$ cat src/sv/tabt_pkg.sv
// Package for the timed address block table: sizes, action codes and the
// structs that pass between the top level, the table cells and the time splitter.
// Depends on nothing.
package tabt_pkg;

  localparam int ENTRIES = 32;
  localparam int IDX_W   = (ENTRIES > 1) ? $clog2(ENTRIES) : 1;

  localparam logic [1:0] ACT_LOOKUP = 2'd0;
  localparam logic [1:0] ACT_ADD    = 2'd1;
  localparam logic [1:0] ACT_REMOVE = 2'd2;

  typedef logic [IDX_W-1:0] idx_t;

  // Search token that walks down the row of cells, one cell per cycle.
  typedef struct packed {
    logic        valid;
    logic [1:0]  action;
    logic [31:0] addr;
    logic [31:0] now;
    logic        found;
    idx_t        found_idx;
    logic [31:0] oldest_stamp;
    idx_t        oldest_idx;
    logic        hit;
    logic [7:0]  hit_msg;
    logic [31:0] left;
  } token_t;

  // Write or clear command broadcast to every cell.
  typedef struct packed {
    logic        en;
    logic        clr;
    idx_t        slot;
    logic [31:0] addr;
    logic [7:0]  msg;
    logic [31:0] timeout;
    logic [31:0] stamp;
  } wr_t;

  // Result of the time splitter.
  typedef struct packed {
    logic       done;
    logic [3:0] days;
    logic [4:0] hours;
    logic [5:0] minutes;
  } split_res_t;

endpackage

$ cat src/sv/tabt_cell.sv
// One table cell: holds a single entry and updates the passing search token.
// Depends on tabt_pkg.
module tabt_cell (
  input  logic            clk,
  input  logic            rst_n,
  input  tabt_pkg::idx_t  idx,
  input  tabt_pkg::token_t tok_in,
  input  tabt_pkg::wr_t   wr,
  output tabt_pkg::token_t tok_out
);
  import tabt_pkg::*;

  logic        valid_r;
  logic [31:0] addr_r;
  logic [7:0]  msg_r;
  logic [31:0] timeout_r;
  logic [31:0] stamp_r;
  token_t      tok_r;
  token_t      tok_nxt;
  logic        match;
  logic [31:0] left;

  assign match = valid_r && (addr_r == tok_in.addr);
  assign left  = timeout_r - tok_in.now;

  always_comb begin
    tok_nxt = tok_in;
    if (tok_in.action == ACT_LOOKUP) begin
      // Expired matches are passed over; the scan looks further down.
      if (!tok_in.hit && match && ($signed(left) > 32'sd1)) begin
        tok_nxt.hit     = 1'b1;
        tok_nxt.hit_msg = msg_r;
        tok_nxt.left    = left;
      end
    end else if (!tok_in.found) begin
      if (match) begin
        tok_nxt.found     = 1'b1;
        tok_nxt.found_idx = idx;
      end else if (stamp_r < tok_in.oldest_stamp) begin
        tok_nxt.oldest_stamp = stamp_r;
        tok_nxt.oldest_idx   = idx;
      end
    end
  end

  always_ff @(posedge clk) begin
    if (!rst_n) begin
      tok_r.valid <= 1'b0;
    end else begin
      tok_r <= tok_nxt;
    end
  end

  always_ff @(posedge clk) begin
    if (!rst_n) begin
      valid_r <= 1'b0;
      stamp_r <= '0;
    end else if (wr.en && (wr.slot == idx)) begin
      if (wr.clr) begin
        valid_r <= 1'b0;
        stamp_r <= '0;
      end else begin
        valid_r <= 1'b1;
        stamp_r <= wr.stamp;
      end
    end
  end

  always_ff @(posedge clk) begin
    if (wr.en && (wr.slot == idx)) begin
      addr_r    <= wr.clr ? '0 : wr.addr;
      msg_r     <= wr.clr ? '0 : wr.msg;
      timeout_r <= wr.clr ? '0 : wr.timeout;
    end
  end

  assign tok_out = tok_r;

endmodule

$ cat config.mk
export PLATFORM = sky130hd
export DESIGN_NAME = tabt_cell
export DESIGN_NICKNAME = d
export VERILOG_FILES = /design/src/sv/tabt_pkg.sv /design/src/sv/tabt_cell.sv
export SDC_FILE = /design/constraint.sdc
export NUM_CORES = 1
export LEC_CHECK = 0
export BUFFER_PORTS_ARGS = -buffer_cell sky130_fd_sc_hd__buf_2
export CORE_MARGIN = 3
export CORE_UTILIZATION = 46
export CTS_CLUSTER_DIAMETER = 100
export DETAILED_ROUTE_END_ITERATION = 8
export GPL_TIMING_DRIVEN = 0
export HOLD_SLACK_MARGIN = 0.1
export PLACE_DENSITY = 0.81
export SYNTH_ARGS = -nofsm -noshare
export SYNTH_HDL_FRONTEND = slang
export SYNTH_SLANG_ARGS = --single-unit
$ cat constraint.sdc
create_clock -name clk -period 8.9 [get_ports clk]
set_input_delay 0.445 -clock clk [delete_from_list [all_inputs] [get_ports clk]]
set_output_delay 0.445 -clock clk [all_outputs]
set_load 0.005 [all_outputs]
==> results.json, run 1 <==
{
  "status": "completed",
  "holdBufCountCts": 29,
  "gp_congestion": 0.864,
  "crit_type": "in -> reg",
  "grt_pass1_vias": 10333,
  "relSlewSlack": 0.133,
  "synth_area_leader_cell": "edfxtp_1",
  "cts_setup_buffers": 0,
  "arrival_ns": 5.21,
  "wirelength_um": 37400,
  "yosysSeqAreaShare": 0.570,
  "yosysUniqueCellTypes": 66,
  "worstPathRequired_ns": 9.18,
  "wl_per_cell_um": 19.5,
  "synthTopCellsByArea": "edfxtp_1 (52%), ha_1 (6.0%), dfxtp_1 (5.3%)",
  "dr_total_vias": 10224,
  "finClkSkew_ns": 0.00950,
  "path_clk_slew_ns": 0.06,
  "syn_to_final_growth_pct": 29.1,
  "stdcell_count": 1920,
  "drt_iter0_drc": 578,
  "slew_viol_final": 0,
  "syn_nets": 1380,
  "ioPinCount": 420,
  "antenna_found_initial": 6,
  "switchingPower_uw": 675,
  "htreeDepth": 1,
  "drive_above_1_share": 0.346,
  "die_area_um2": 30100,
  "min_period_ns": 4.94,
  "grt_max_degree": 95,
  "busiest_layer": "met2",
  "dp_hpwl_um": 29000,
  "synth-edff-count": 222,
  "grt_pass1_wl_um": 56600,
  "clock_power_share": 0.374,
  "hold_viol": 0,
  "sequentialPowerShare": 0.491,
  "die_h_um": 173,
  "drv_cap": 0,
  "fmax_mhz": 203,
  "core-area_um2": 27300,
  "met2_usage": 0.436,
  "cts_resized": 0,
  "ys_async_sr_fraction": 0,
  "track_usage": 0.238,
  "cp-end-kind": "flip-flop",
  "numCtsBuffers": 27,
  "power.internal_uw": 2150,
  "ys_ff_latch": 256,
  "fin_nets": 1859,
  "synth_area_um2": 12900,
  "die_w_um": 173,
  "synthFlopType": "edfxtp_1",
  "dpl_cell_area_um2": 15500,
  "vias_per_cell": 5.33,
  "synth_top_area_frac": 0.517,
  "drtAntennaViolNets": 0,
  "startpoint_type": "input port",
  "final-setup-viol-count": 0,
  "leakagePower_uw": 0.00700,
  "dp.cells": 1841,
  "comb_power_share": 0.135,
  "final.setup.tns_ns": 0,
  "syn_avg_cell_area_um2": 12.3,
  "swShare": 0.239,
  "tightest_slew_ns": 1.30,
  "met3_usage": 0.0607,
  "firstDrtPassIters": 6,
  "clkSinkCount": 256,
  "hp-class": "in -> reg",
  "use_met1": 0.272,
  "yosysWarnings": 0,
  "multi_input_area_um2": 5070,
  "max-clock-path-buffers": 3,
  "io_buffers": 418,
  "drc_errors": 0,
  "cp_max_fo": 10,
  "grt-ovfl-total": 0,
  "clock-root-buffer": "clkbuf_16",
  "final_area_um2": 16600,
  "finalCritPeriodShare": 0.555,
  "clkLatencyLatePin_ns": 0.53,
  "cts_tree": "done",
  "register_area_um2": 7350,
  "rsz0062_at_grt": "no",
  "power_density_nw_per_um2": 170,
  "rows": 60,
  "peakVddDrop_v": 0.000177,
  "synth_cells": 1048,
  "start_util": 0.473,
  "fillCellCount": 2213
}
==> layout by cell type (no fill, tap or decap), types with 4 or more instances in the layout <==
| cell | Yosys | routed |
|---|---|---|
| a21oi_1 | 42 | 42 |
| xor2_1 | 42 | 42 |
| dfxtp_1 | 34 | 34 |
| nand2_1 | 74 | 74 |
| nand3_1 | 8 | 8 |
| clkbuf_1 | 29 | 34 |
| nor2b_1 | 80 | 80 |
| mux2_2 | 42 | 42 |
| xnor2_1 | 20 | 20 |
| nor3_1 | 15 | 15 |
| clkinv_2 | 0 | 4 |
| inv_1 | 84 | 84 |
| nor2_1 | 18 | 18 |
| nand3b_1 | 34 | 34 |
| nand2b_1 | 5 | 5 |
| o21a_1 | 8 | 8 |
| and3_1 | 4 | 4 |
| dlygate4sd3_1 | 0 | 29 |
| a21o_1 | 13 | 13 |
| buf_6 | 3 | 4 |
| mux2_4 | 21 | 21 |
| and2_1 | 5 | 5 |
| a21boi_0 | 37 | 37 |
| buf_2 | 3 | 421 |
| o211a_1 | 4 | 4 |
| o21ai_1 | 5 | 5 |
| o21ai_0 | 35 | 35 |
| o211ai_1 | 4 | 4 |
| clkinv_1 | 1 | 7 |
| or3_1 | 6 | 6 |
| clkbuf_16 | 0 | 27 |
| edfxtp_1 | 222 | 222 |
| nor4_1 | 14 | 14 |
| mux2i_1 | 6 | 6 |
| nand4_1 | 14 | 14 |
| ha_1 | 62 | 62 |
==> synth_stat cells (6+ instances only) <==
cell	instances
dfxtp_1	34
or3_1	6
ha_1	62
a21o_1	13
nor2b_1	80
mux2i_1	6
nand3b_1	34
mux2_4	21
o21ai_0	35
xnor2_1	20
nor3_1	15
nand3_1	8
clkbuf_1	29
nor4_1	14
o21a_1	8
a21oi_1	42
inv_1	84
xor2_1	42
nand2_1	74
edfxtp_1	222
a21boi_0	37
nand4_1	14
nor2_1	18
mux2_2	42
==> cells by family (layout without fill, tap and decap cells) <==
family / Yosys count / count (layout) / share of synthesized area
and+or+nand+nor: 292 / 292 / 0.127
DFF: 256 / 256 / 0.570
AOI/OAI and AO/OA: 185 / 185 / 0.0961
buffers and inverters: 121 / 619 / 0.0373
muxes: 69 / 69 / 0.0658
adders and majority gates: 63 / 63 / 0.0617
xor gates and xnor gates: 62 / 62 / 0.0421
other: 0 / 2 / 0
==> worst max-delay path: stages <==
cell,delay [ns]
dlygate4sd3_1,0.52
buf_2,0.11
inv_1,0.04
ha_1,0.27
clkbuf_1,0.26
o211a_1,0.22
o21ai_1,0.09
a21oi_1,0.41
a21oi_1,0.21
o41a_1,0.51
o41ai_1,0.34
xnor2_1,0.19
or4b_2,0.63
o41a_1,0.44
buf_6,0.21
mux2_4,0.32
==> per-stage QoR <==
stage | hold WS, ns | util | power [µW] | setup slack [ns]
final | 0.124 | 0.611 | 2830 | 3.96
after global routing | 0.109 | 0.611 | 2930 | 3.71
after CTS | 0.100 | 0.611 | 2850 | 4.05
after detailed placement | 0.476 | 0.570 | 1780 | 3.88
after global placement | 0.468 | 0.567 | 1770 | 3.28
after floorplan | 0.446 | - | 1590 | 4.56
==> power by group through the flow <==
stage / combinational (µW) / sequential [µW] / clock [µW]
after floorplan: 166 / 1420 / 0
after global placement: 355 / 1410 / 0
after detailed placement: 366 / 1410 / 0
after CTS: 379 / 1390 / 1080
after global routing: 414 / 1390 / 1120
final: 380 / 1390 / 1060
==> area by class of cell <==
cell class	count	share of cell area
clock buffer	34	0.0434
antenna	2	0.000301
multi-input combinational	671	0.305
tap	372	0.0280
inverter	85	0.0192
clock inverter	14	0.00594
buffer	36	0.00977
timing repair buffer	450	0.148
sequential	256	0.441
==> sequential cells by signal (all words and copies together), names as in the netlist <==
| name | flops |
|---|---|
| timeout_r | 32 |
| stamp_r | 32 |
| valid_r | 1 |
| tok_out | 151 |
| msg_r | 8 |
| addr_r | 32 |
==> final timing paths <==
check	start	end	slack, ns	depth (start not counted)
max	tok_in[87]	tok_out[34]	3.96	16
min	tok_in[84]	tok_out[84]	0.12	1
max reg2reg	timeout_r[0]	tok_out[34]	4.05	14
min reg2reg	stamp_r[31]	stamp_r[31]	0.48	2
==> metal layers <==
metal,up-vias,share of wire
li1,4788,-
met4,8,0.034
met2,514,0.51
met1,4815,0.37
met3,99,0.090
met5,-,0.0012
No activity file was read; power rests on OpenSTA's default activity.
==> inputs of run 2 (changes only) <==
==> constraint.sdc (replaced) <==
create_clock -name clk -period 4.8 [get_ports clk]
set_input_delay 0.24 -clock clk [delete_from_list [all_inputs] [get_ports clk]]
set_output_delay 0.24 -clock clk [all_outputs]
set_load 0.005 [all_outputs]
==> results.json, run 2 (synthesized netlist as in run 1, its figures left out) <==
{
  "largest_reg_flops": 151,
  "slowest_stage": "or4_1",
  "dp.cells": 1841,
  "grt_max_degree": 95,
  "ff2ff_setup_slack_ns": 0.18,
  "slowest_delay_ns": 0.56,
  "peakVddDrop_v": 0.000291,
  "wirelength_met1_um": 15800,
  "worstPathRequired_ns": 5.08,
  "wl_per_cell_um": 21.0,
  "clkSinkCount": 256,
  "die_h_um": 173,
  "die_w_um": 173,
  "grt_pass1_wl_um": 69100,
  "die_area_um2": 30100,
  "cts_tree": "done",
  "crit_type": "in -> reg",
  "clkLatencyLatePin_ns": 0.54,
  "finClkSkew_ns": 0.0156,
  "fmax_mhz": 214,
  "arrival_ns": 4.95,
  "final-setup-viol-count": 0,
  "path_clk_slew_ns": 0.06,
  "start_util": 0.473,
  "power_density_nw_per_um2": 288,
  "drtAntennaViolNets": 0,
  "cp_top_family": "simple AND/OR/NAND/NOR gates",
  "htreeDepth": 1,
  "core-area_um2": 27300,
  "numCtsBuffers": 27,
  "grt_pass1_vias": 12322,
  "drc_errors": 0,
  "max-clock-path-buffers": 3,
  "dp_hpwl_um": 29000,
  "whs_ns": 0.139,
  "rows": 60,
  "drv_cap": 0,
  "pre_cts_ws_ns": -0.0144,
  "syn_to_final_growth_pct": 47.8,
  "slew_viol_final": 0,
  "io_buffers": 418,
  "tightest_slew_ns": 1.08,
  "track_usage": 0.290,
  "firstDrtPassIters": 5,
  "path_buf_inv": 5,
  "ioPinCount": 420,
  "drt_iter0_drc": 877,
  "highest_layer": "met4",
  "startpoint_type": "input port",
  "min_period_ns": 4.67,
  "status": "completed",
  "hp-class": "in -> reg",
  "final_common_cell": "buf_2",
  "stdcell_count": 2158,
  "grt-ovfl-total": 0,
  "cp-end-kind": "flip-flop",
  "drive_above_1_share": 0.309,
  "cp_cell_sequence": "dlygate4sd3_1 > buf_2 > inv_1 > ha_1 > buf_2 > a21oi_2 > o21ai_1 > a31o_1 > or3_1 > a2111o_1 > or4_1 > nand4bb_1 > or4_4 > o41a_1 > buf_6 > mux2_4",
  "dr_total_vias": 11652,
  "hold_viol": 0,
  "wirelength_um": 45400,
  "vias_per_cell": 5.40,
  "setup_slack_ns": 0.132,
  "crit_top_cell": "buf_2",
  "antenna_found_initial": 3,
  "fin_util": 0.699,
  "relSlewSlack": 0.276,
  "met2_length_um": 23800,
  "met3_length_um": 3780,
  "layout_common_cells": "buf_2 (421), dlygate4sd3_1 (263), edfxtp_1 (222)",
  "fin_nets": 2095,
  "clock-root-buffer": "clkbuf_16",
  "rsz0062_at_grt": "no",
  "gp_congestion": 0.864,
  "finalCritPeriodShare": 0.973,
  "cp_max_fo": 10,
  "leakagePower_uw": 0.00799
}
run 2: cell count changes in the layout (fill, tap and decap cells not counted), moves of 2 or more:
cell           previous run  this run
dlygate4sd3_1            29       263
ha_1                     62        57
ha_2                      0         5
a21oi_1                  42        39
a21oi_2                   3         6
buf_4                     0         2
diode_2                   2         4
run 2: path summary, 6_finish.rpt:
kind / cells after the start / end / start
setup / recovery: 16 / tok_out[32] / tok_in[96]
hold / removal: 3 / tok_out[19] / tok_in[19]
setup reg to reg: 14 / tok_out[32] / timeout_r[0]
hold reg to reg: 2 / stamp_r[31] / stamp_r[31]
run 2: cell type report:
class                   count  area, µm²
fillers                  1770       8190
flip-flops and latches    256       7350
multi-input cells         671       5120
repair buffers            686       4810
clock buffers              34        722
well taps                 372        465
inverters                  85        319
plain buffers              36        163
clock inverters            14       98.8
diodes                      4       10.0
run 2: metrics by stage:
step / instance area, µm² / total power (µW) / TNS (ns)
after global placement: 15500 / 3280 / -43.03
after CTS: 19000 / 5440 / 0
after global routing: 19100 / 5660 / 0
final: 19100 / 5480 / 0
after floorplan: 12900 / 2940 / 0
after detailed placement: 15500 / 3300 / -0.0300
run 2: repair_timing:
action | CTS | global route
gates cloned | 0 | 0
gates resized for setup | 1 | 11
setup buffers | 0 | 2
pin swaps | 0 | 4
endpoints found under the hold margin | 253 | 0
endpoints found under the setup margin | 2 | 38
hold buffers | 263 | 0
run 2: tightest hold or removal path: stages:
cell and delay [ns]:
buf_2 0.08, inv_1 0.04, o21ai_0 0.19
run 2: layer usage:
metal | vias up | track usage
met1 | 5545 | 0.319
met2 | 707 | 0.543
met3 | 137 | 0.0609
met5 | - | 0
li1 | 5263 | -
met4 | 0 | 0.118
run 2: report_power, final:
group | switching, µW | leakage, µW | internal [µW]
clock | 887 | 0.000405 | 1110
combinational | 441 | 0.00526 | 461
sequential | 36.6 | 0.00232 | 2540
total | 1360 | 0.00799 | 4120
