$ cat config.mk
export PLATFORM = sky130hd
export DESIGN_NAME = tabt_split
export DESIGN_NICKNAME = d
export VERILOG_FILES = /design/src/sv/tabt_pkg.sv /design/src/sv/tabt_split.sv
export SDC_FILE = /design/constraint.sdc
export NUM_CORES = 1
export LEC_CHECK = 0
export ABC_AREA = 1
export BUFFER_PORTS_ARGS = -buffer_cell sky130_fd_sc_hd__buf_4
export CAP_MARGIN = 20
export CORE_MARGIN = 10
export CORE_UTILIZATION = 45
export DETAILED_ROUTE_END_ITERATION = 6
export GPL_ROUTABILITY_DRIVEN = 0
export SLEW_MARGIN = 20
export SYNTH_ARGS = -nofsm -noshare
export SYNTH_HDL_FRONTEND = slang
export SYNTH_SLANG_ARGS = --single-unit
$ cat constraint.sdc
create_clock -name clk -period 13.8 [get_ports clk]
set_input_delay 0 -clock clk [delete_from_list [all_inputs] [get_ports clk]]
set_output_delay 0 -clock clk [all_outputs]
set_load 0.03 [all_outputs]
$ cat src/sv/tabt_pkg.sv
// Package for the timed address block table: sizes, action codes and the
// structs that pass between the top level, the table cells and the time splitter.
// Depends on nothing.
package tabt_pkg;

  localparam int ENTRIES = 32;
  localparam int IDX_W   = (ENTRIES > 1) ? $clog2(ENTRIES) : 1;

  localparam logic [1:0] ACT_LOOKUP = 2'd0;
  localparam logic [1:0] ACT_ADD    = 2'd1;
  localparam logic [1:0] ACT_REMOVE = 2'd2;

  typedef logic [IDX_W-1:0] idx_t;

  // Search token that walks down the row of cells, one cell per cycle.
  typedef struct packed {
    logic        valid;
    logic [1:0]  action;
    logic [31:0] addr;
    logic [31:0] now;
    logic        found;
    idx_t        found_idx;
    logic [31:0] oldest_stamp;
    idx_t        oldest_idx;
    logic        hit;
    logic [7:0]  hit_msg;
    logic [31:0] left;
  } token_t;

  // Write or clear command broadcast to every cell.
  typedef struct packed {
    logic        en;
    logic        clr;
    idx_t        slot;
    logic [31:0] addr;
    logic [7:0]  msg;
    logic [31:0] timeout;
    logic [31:0] stamp;
  } wr_t;

  // Result of the time splitter.
  typedef struct packed {
    logic       done;
    logic [3:0] days;
    logic [4:0] hours;
    logic [5:0] minutes;
  } split_res_t;

endpackage

$ cat src/sv/tabt_split.sv
// Time splitter: turns remaining seconds plus one minute into days, hours and
// minutes by reciprocal multiplication; days saturate at 15. Depends on tabt_pkg.
module tabt_split (
  input  logic                clk,
  input  logic                rst_n,
  input  logic                start,
  input  logic [31:0]         left,
  output tabt_pkg::split_res_t res
);
  import tabt_pkg::*;

  // Each quotient is the remainder, shifted right by the power of two in the
  // divisor, times a rounded-up reciprocal of the odd part: 86400 = 128*675,
  // 3600 = 16*225 and 60 = 4*15. The rounding error stays below one step over
  // the whole input range, so every quotient is exact.
  localparam logic [25:0] RCP_DAY   = 26'd50903317;  // 2^35 / 675, rounded up
  localparam logic [13:0] RCP_HOUR  = 14'd9321;      // 2^21 / 225, rounded up
  localparam logic [10:0] RCP_MIN   = 11'd1093;      // 2^14 / 15, rounded up
  localparam logic [16:0] SECS_DAY  = 17'd86400;
  localparam logic [11:0] SECS_HOUR = 12'd3600;

  localparam logic [2:0] STEP_DAY      = 3'd0;
  localparam logic [2:0] STEP_DAY_REM  = 3'd1;
  localparam logic [2:0] STEP_HOUR     = 3'd2;
  localparam logic [2:0] STEP_HOUR_REM = 3'd3;
  localparam logic [2:0] STEP_MIN      = 3'd4;

  logic        run_r;
  logic        done_r;
  logic [2:0]  step_r;
  logic [31:0] rem_r;
  logic [15:0] day_q_r;
  logic [16:0] day_rem_r;
  logic [4:0]  hour_q_r;
  logic [11:0] hour_rem_r;
  logic [5:0]  min_q_r;
  logic [50:0] day_prod;
  logic [31:0] day_secs;
  logic [31:0] day_rem;
  logic [26:0] hour_prod;
  logic [16:0] hour_secs;
  logic [16:0] hour_rem;
  logic [20:0] min_prod;

  assign day_prod  = 51'(rem_r[31:7]) * 51'(RCP_DAY);
  assign day_secs  = 32'(day_q_r) * 32'(SECS_DAY);
  assign day_rem   = rem_r - day_secs;
  assign hour_prod = 27'(day_rem_r[16:4]) * 27'(RCP_HOUR);
  assign hour_secs = 17'(hour_q_r) * 17'(SECS_HOUR);
  assign hour_rem  = day_rem_r - hour_secs;
  assign min_prod  = 21'(hour_rem_r[11:2]) * 21'(RCP_MIN);

  always_ff @(posedge clk) begin
    if (!rst_n) begin
      run_r  <= 1'b0;
      done_r <= 1'b0;
      step_r <= '0;
    end else begin
      done_r <= 1'b0;
      if (start) begin
        run_r  <= 1'b1;
        step_r <= STEP_DAY;
      end else if (run_r) begin
        step_r <= step_r + 3'd1;
        if (step_r == STEP_MIN) begin
          run_r  <= 1'b0;
          done_r <= 1'b1;
        end
      end
    end
  end

  // One multiply per cycle: a quotient, then the remainder that it leaves.
  always_ff @(posedge clk) begin
    if (start) begin
      rem_r <= left + 32'd60;
    end else if (run_r) begin
      unique case (step_r)
        STEP_DAY:      day_q_r    <= day_prod[50:35];
        STEP_DAY_REM:  day_rem_r  <= day_rem[16:0];
        STEP_HOUR:     hour_q_r   <= hour_prod[25:21];
        STEP_HOUR_REM: hour_rem_r <= hour_rem[11:0];
        STEP_MIN:      min_q_r    <= min_prod[19:14];
        default: ;
      endcase
    end
  end

  assign res.done    = done_r;
  assign res.days    = (day_q_r > 16'd15) ? 4'd15 : day_q_r[3:0];
  assign res.hours   = hour_q_r;
  assign res.minutes = min_q_r;

endmodule
==> results.json, run 1 <==
{
  "cp.required_ns": 13.91,
  "rsz0062_at_grt": "false",
  "dieHeight_um": 232,
  "critPathMaxFanout": 13,
  "synthArstFlopShare": 0,
  "htree_levels": 3,
  "max_slew_margin": 0.415,
  "tightest_slew_ns": 0.877,
  "end_kind": "flop",
  "ys.flop_type": "edfxtp_1",
  "rows": 77,
  "drive_gt1_frac": 0.0360,
  "routed_wl_um": 49400,
  "fin_ws_ns": 7.50,
  "postLayoutCellArea_um2": 21800,
  "clock_latency_ns": 0.37,
  "synth-edff-count": 82,
  "fin_skew_ns": 0.00895,
  "grt-ovfl-total": 0,
  "maxCapViolCount": 0,
  "start_util": 0.456,
  "wl_per_cell_um": 15.6,
  "finalHoldViolCount": 0,
  "cts-root-buf": "clkbuf_16",
  "cp.arrival_ns": 6.42,
  "period_minus_slack_ns": 6.30,
  "tritoncts": "built",
  "holdCritPathClass": "input port to flop",
  "ioPinCount": 51,
  "final_common_cell": "inv_1",
  "n_antenna_cell": 0,
  "yosysWarningCount": 0,
  "finalSetupViolCount": 0,
  "synthesis.nets": 3214,
  "cts.sinks": 87,
  "cts_buffers": 9,
  "path_clk_slew_ns": 0.08,
  "setup_tns_ns": 0,
  "period_share": 0.457,
  "coreArea_um2": 44200,
  "placed_area_um2": 21300,
  "syn_inst": 2496,
  "startpoint_type": "flop",
  "vias": 15600,
  "final_cell_mix": "inv_1 (741), nand2_1 (510), ha_1 (458), fa_1 (225), nor2_1 (116)",
  "die_area_um2": 53700,
  "crit_type": "flop to flop",
  "grt_max_degree": 32,
  "syn_to_final_growth_pct": 7.99,
  "grt_pass1_wl_um": 82400,
  "seq_area_frac_synth": 0.127,
  "ys_ff_latch": 87,
  "cts_resized": 0,
  "via_per_inst": 4.91,
  "synthDistinctLibCells": 42,
  "antenna_left": 0,
  "synthesis.area_um2": 20200,
  "fmax_ghz": 0.159,
  "drt_iter0_markers": 809,
  "cts_max_path_buffers": 2,
  "nets": 3293,
  "antenna_found_initial": 0,
  "synth_area_per_cell_um2": 8.08,
  "postCtsSetupRepairBufs": 0,
  "die_x_um": 232,
  "dpl_worst_slack_ns": 7.49,
  "hpwl_um": 43500,
  "first_global_vias": 16300,
  "drc": 0,
  "grt_usage": 0.192,
  "drv_slew": 0,
  "status": "finished clean",
  "drtPass1Iterations": 5,
  "io_buffers": 48
}
## kinds of logic after synthesis
| group | share of synthesized area |
|---|---|
| and+or+nand+nor | 0.164 |
| xor gates and xnor gates | 0.0282 |
| DFF | 0.127 |
| AOI/OAI and AO/OA | 0.0346 |
| adders and majority gates | 0.507 |
| buffers and inverters | 0.139 |
## path summary, 6_finish.rpt
path                      from             to  slack (ns)  cells past startpoint
setup / recovery     rem_r[16]     day_q_r[1]        7.50                     22
hold / removal        left[16]      rem_r[16]        0.06                      3
setup reg to reg     rem_r[16]     day_q_r[1]        7.50                     22
hold reg to reg   day_rem_r[2]  hour_rem_r[2]        0.42                      0
## area by class of cell
cell class	count	area (um^2)
Clock inverter	7	83.8
Clock buffer	9	225
Inverter	744	2790
Fill cell	4305	22400
Multi-Input combinational cell	1663	14800
Tap cell	592	741
Timing Repair Buffer	70	573
Sequential cell	87	2560
## sequential cells by signal, indices dropped and copies added (netlist names)
name and count:
rem_r 30, day_q_r 16, day_rem_r 15, hour_rem_r 10, min_q_r 6, hour_q_r 5, step_r 3, done_r 1
run_r 1
## worst max-delay path, stage by stage, from the launching register on
cell      delay (ns)
edfxtp_1        0.93
ha_1            0.32
inv_1           0.09
fa_1            0.47
fa_1            0.51
inv_1           0.05
fa_1            0.50
inv_1           0.05
fa_1            0.47
fa_1            0.54
fa_1            0.57
inv_1           0.05
ha_1            0.32
nand2_1         0.19
inv_1           0.06
a21oi_1         0.28
inv_1           0.09
a21oi_1         0.18
nor2_1          0.06
nor2_1          0.12
nand2_1         0.07
nand2_1         0.05
nand2_1         0.08
## metrics by stage
stage / hold slack, ns / util / instances
3_3_place_gp: 0.286 / 0.481 / 3137
3_5_place_dp: 0.286 / 0.481 / 3137
2_1_floorplan: 0.112 / - / 2496
6_report: 0.0556 / 0.493 / 3172
5_1_grt: 0.0777 / 0.493 / 3172
4_1_cts: 0.0451 / 0.493 / 3172
## routing by layer
metal	up-vias	share of wire	GRT usage
li1	7791	-	-
met1	7428	0.44	0.239
met2	304	0.50	0.350
met3	47	0.038	0.0143
met4	0	0.020	0.0496
met5	-	0	0
## timing repair
action	in CTS	in global routing
endpoints found under the setup margin	0	0
hold endpoints to repair	23	0
hold buffers	19	0
## synth_stat cells, types with 2 or more instances
master | n | area share
inv_1 | 741 | 0.14
nand2_1 | 510 | 0.095
ha_1 | 458 | 0.28
fa_1 | 225 | 0.22
nor2_1 | 116 | 0.022
edfxtp_1 | 82 | 0.12
a21oi_1 | 78 | 0.019
nand3_1 | 65 | 0.016
xor2_1 | 46 | 0.020
nand4_1 | 38 | 0.012
o21ai_0 | 29 | 0.0072
nor3_1 | 20 | 0.0050
xnor2_1 | 19 | 0.0083
nor2_2 | 8 | 0.0025
nor3_2 | 7 | 0.0035
nor4_1 | 6 | 0.0019
o21bai_1 | 6 | 0.0022
dfxtp_1 | 5 | 0.0050
a21o_1 | 3 | 0.0011
and3_1 | 3 | 0.00093
inv_2 | 3 | 0.00056
o21ai_1 | 3 | 0.00074
a211oi_1 | 2 | 0.00074
and2_1 | 2 | 0.00062
nand2_2 | 2 | 0.00062
nand3b_1 | 2 | 0.00074
o211ai_1 | 2 | 0.00074
Power of run 1 is left out: the tool's default activity adds up to more than one toggle a clock period on the data nets, which glitch-free logic cannot reach.
==> inputs of run 2 (changes only) <==
==> constraint.sdc (replaced) <==
create_clock -name clk -period 5.4 [get_ports clk]
set_input_delay 0 -clock clk [delete_from_list [all_inputs] [get_ports clk]]
set_output_delay 0 -clock clk [all_outputs]
set_load 0.03 [all_outputs]
==> results.json, run 2 (same netlist as run 1, synthesis figures left out) <==
{
  "dp_cells": 3250,
  "antenna_left": 0,
  "n_antenna_cell": 0,
  "clock_latency_ns": 0.40,
  "ioPinCount": 51,
  "path_clk_slew_ns": 0.08,
  "rrSetupSlack_ns": -0.06,
  "final_common_cell": "inv_1",
  "crit_slowest_cell": "fa_2",
  "rows": 77,
  "failed_checks": "negative setup slack",
  "holdCritPathClass": "input port to flop",
  "die_area_um2": 53700,
  "drive_gt1_frac": 0.166,
  "first_global_vias": 17300,
  "grt-ovfl-total": 0,
  "crit_top_cell": "fa_1",
  "drtPass1Iterations": 4,
  "final_cell_mix": "inv_1 (700), nand2_1 (451), ha_1 (412), fa_1 (207), buf_4 (178)",
  "maxCapViolCount": 0,
  "postLayoutCellArea_um2": 24000,
  "grt_usage": 0.207,
  "period_share": 1.01,
  "grt_pass1_wl_um": 87800,
  "tightest_slew_ns": 0.868,
  "cts.sinks": 87,
  "largest_reg_flops": 30,
  "cp_cell_sequence": "buf_6 -> fa_1 -> ha_1 -> inv_1 -> fa_1 -> inv_2 -> fa_1 -> inv_2 -> fa_2 -> fa_2 -> fa_1 -> inv_2 -> ha_4 -> nand2_4 -> buf_6 -> nor3_4 -> buf_4 -> nand2_2 -> nand2_1 -> nand2_1 -> nand4_1 -> nand2_1",
  "htree_levels": 3,
  "antenna_found_initial": 0,
  "grt_max_degree": 32,
  "crit_type": "flop to flop",
  "drt_iter0_markers": 925,
  "status": "complete, but fails checks",
  "routed_wl_um": 53600,
  "top_regs": "rem_r: 30 flops, day_q_r: 16 flops, day_rem_r: 15 flops",
  "hpwl_um": 46600,
  "coreArea_um2": 44200,
  "end_kind": "flop",
  "placed_area_um2": 22100,
  "via_per_inst": 4.91,
  "stdcell_count": 3321,
  "cts_max_path_buffers": 2,
  "r2r_end": "day_q_r[7]",
  "hp-start": "left[20]",
  "rr_startpoint": "rem_r[18]",
  "drc": 0,
  "fin_util": 0.543,
  "dieHeight_um": 232,
  "critPathMaxFanout": 3,
  "syn_to_final_growth_pct": 19.1,
  "finalSetupViolCount": 9,
  "rsz0062_at_grt": "true",
  "nets": 3442,
  "drv_slew": 0,
  "startpoint_type": "flop",
  "rr_worst_depth": 22,
  "cts-root-buf": "clkbuf_16",
  "finalHoldViolCount": 0,
  "vias": 16300,
  "cp.required_ns": 5.56,
  "fin_ws_ns": -0.0558,
  "cp.arrival_ns": 5.61,
  "period_minus_slack_ns": 5.46,
  "wl_per_cell_um": 16.1,
  "worstHoldEndpoint": "rem_r[20]",
  "min_path_cells": 2,
  "cts_buffers": 9,
  "tritoncts": "built",
  "start_util": 0.456,
  "fin_skew_ns": 0.0226,
  "die_x_um": 232,
  "setup_tns_ns": -0.229,
  "max_slew_margin": 0.416,
  "top_register": "rem_r",
  "slowest_delay_ns": 0.58,
  "io_buffers": 48,
  "fmax_ghz": 0.183
}
==> run 2: cell types whose count changed in the layout (fill, tap and decap cells not counted), sizes merged <==
cell         previous run  this run
clkinv                  2         4
buf                    51       201
dlygate4sd3            19        18
inv                   749       747
==> run 2: worst max-delay path, delay by kind of cell (launching register included) <==
family / cells / cell delay, ns
fa+ha+maj: 8 / 3.64
simple gates: 7 / 0.57
buf+inv: 7 / 0.59
flops: 1 / 0.41
==> run 2: how the worst max path moves through the flow <==
stage	start	endpoint
2_1_floorplan	rem_r[30]	day_q_r[10]
3_3_place_gp	rem_r[21]	day_q_r[2]
3_5_place_dp	rem_r[21]	day_q_r[2]
4_1_cts	rem_r[14]	day_q_r[2]
5_1_grt	rem_r[27]	day_q_r[15]
6_report	rem_r[18]	day_q_r[7]
==> run 2: area by class of cell <==
class                   instances  area (um^2)
inverters                     744         2800
fillers                      4042        20200
well taps                     592          741
flip-flops and latches         87         2560
repair buffers                219         1790
multi-input cells            1663        15800
clock inverters                 7         73.8
clock buffers                   9          225
==> run 2: metal layers <==
metal / wire, um / GRT usage / share of wire
met2: 26600 / 0.370 / 0.50
met5: 0 / 0 / 0
met1: 23200 / 0.253 / 0.43
met4: 1540 / 0.0625 / 0.029
met3: 2290 / 0.0271 / 0.043
==> run 2: through the flow <==
step | setup WS [ns] | hold WS, ns
6_report | -0.0558 | 0.0288
5_1_grt | -0.245 | 0.0195
4_1_cts | -0.0117 | 0.00136
3_5_place_dp | -0.585 | 0.284
3_3_place_gp | -0.467 | 0.278
2_1_floorplan | 0.0277 | 0.112
==> run 2: what timing repair did <==
item | in CTS | in global routing
pin swaps | 110 | 74
endpoints found under the hold margin | 22 | 0
resized for setup | 164 | 104
setup buffers | 22 | 15
setup endpoints to repair | 16 | 16
hold buffers | 18 | 0
gates cloned | 0 | 0
Power of run 2 is left out for the same reason.
==> inputs of run 3 (changes only) <==
--- a/config.mk
+++ b/config.mk
@@ -12,6 +12,7 @@
 export CORE_UTILIZATION = 45
 export DETAILED_ROUTE_END_ITERATION = 6
 export GPL_ROUTABILITY_DRIVEN = 0
+export REMOVE_ABC_BUFFERS = 1
 export SLEW_MARGIN = 20
 export SYNTH_ARGS = -nofsm -noshare
 export SYNTH_HDL_FRONTEND = slang
==> results.json, run 3 (same netlist as run 1, synthesis figures left out) <==
{
  "final_cell_mix": "inv_1 (702), nand2_1 (456), ha_1 (418), fa_1 (209), buf_4 (184)",
  "fin_skew_ns": 0.0247,
  "finalHoldViolCount": 0,
  "nets": 3442,
  "grt_usage": 0.205,
  "via_per_inst": 4.88,
  "drc": 0,
  "topRoutingLayerUsed": "met4",
  "grt_pass1_wl_um": 87000,
  "min_path_cells": 2,
  "cp.required_ns": 5.55,
  "fin_util": 0.543,
  "period_minus_slack_ns": 5.40,
  "cts_max_path_buffers": 2,
  "period_share": 1.00,
  "critPathMaxFanout": 4,
  "die_area_um2": 53700,
  "grt-ovfl-total": 0,
  "cts.sinks": 87,
  "antenna_found_initial": 1,
  "crit_top_cell": "fa_1",
  "coreArea_um2": 44200,
  "drive_gt1_frac": 0.169,
  "final_common_cell": "inv_1",
  "tightest_slew_ns": 0.959,
  "cp.buffers_inverters": 5,
  "crit_slowest_cell": "fa_1",
  "cts-root-buf": "clkbuf_16",
  "ioPinCount": 51,
  "start_util": 0.456,
  "io_buffers": 48,
  "crit_type": "flop to flop",
  "path_clk_slew_ns": 0.09,
  "clock_latency_ns": 0.39,
  "grt_max_degree": 32,
  "path_depth": 19,
  "fin_ws_ns": -0.00420,
  "maxCapViolCount": 0,
  "crit_family": "adder cells",
  "routed_wl_um": 52900,
  "rows": 77,
  "holdCritPathClass": "input port to flop",
  "cp_cell_sequence": "fa_1 -> inv_1 -> fa_1 -> inv_2 -> fa_1 -> inv_2 -> fa_2 -> inv_1 -> fa_2 -> fa_1 -> ha_4 -> ha_4 -> nand2_4 -> nor2_2 -> inv_1 -> o21ai_1 -> a21oi_4 -> nand4_1 -> nand2_1",
  "top_regs": "rem_r: 30 flops, day_q_r: 16 flops, day_rem_r: 15 flops",
  "slowest_delay_ns": 0.55,
  "htree_levels": 3,
  "largest_reg_flops": 30,
  "syn_to_final_growth_pct": 19.0,
  "failed_checks": "negative setup slack",
  "status": "complete, but fails checks",
  "rr_worst_depth": 19,
  "tritoncts": "built",
  "vias": 16200,
  "met3_length_um": 2190,
  "top_register": "rem_r",
  "cts_buffers": 9,
  "hpwl_um": 46100,
  "die_x_um": 232,
  "wl_met2_um": 26400,
  "finalSetupViolCount": 1,
  "startpoint_type": "flop",
  "fmax_ghz": 0.185,
  "dieHeight_um": 232,
  "rsz0062_at_grt": "true",
  "drt_iter0_markers": 844,
  "end_kind": "flop",
  "wl_per_cell_um": 15.9,
  "drtPass1Iterations": 5,
  "max_slew_margin": 0.355,
  "first_global_vias": 17100,
  "wl_met1_um": 22900,
  "drv_slew": 0,
  "antenna_left": 0,
  "rrSetupSlack_ns": -0.004,
  "cp.arrival_ns": 5.55
}
-- run 3: path summary, 6_finish.rpt --
| check | endpoint | from |
|---|---|---|
| min | rem_r[31] | left[31] |
| min reg2reg | day_rem_r[3] | rem_r[3] |
| max reg2reg | day_q_r[12] | rem_r[29] |
| max | day_q_r[12] | rem_r[29] |
-- run 3: final cells by class --
| type | instances | area (um^2) |
|---|---|---|
| fill | 4040 | 20200 |
| multi-input combinational | 1663 | 15800 |
| inverter | 744 | 2800 |
| sequential | 87 | 2560 |
| timing repair buffer | 219 | 1760 |
| tap | 592 | 741 |
| clock buffer | 9 | 225 |
| clock inverter | 7 | 81.3 |
| antenna | 1 | 2.50 |
-- run 3: repair_timing --
item	in CTS	in global routing
pin swaps	84	109
buffers inserted	19	12
hold buffers	16	0
endpoints found under the hold margin	20	0
resized for setup	170	113
setup endpoints to repair	16	16
-- run 3: stage by stage --
stage	setup TNS, ns	instance area [um^2]	std cells	hold slack, ns	setup WS [ns]
after floorplan	-0.0406	20200	2494	0.112	-0.0268
after global placement	-4.89	22200	3259	0.278	-0.445
after detailed placement	-5.20	22200	3259	0.289	-0.460
after CTS	-0.00353	23500	3310	0.00863	-0.00353
after global routing	-2.85	24000	3322	0.0166	-0.208
final	-0.00420	24000	3322	0.0279	-0.00420
-- run 3: per-layer routing --
layer  up-vias  global-route usage
met5         -                   0
met4         0              0.0660
met3        72              0.0250
met2       320               0.365
met1      7722               0.251
li1       8091                   -
Power of run 3 is left out for the same reason.
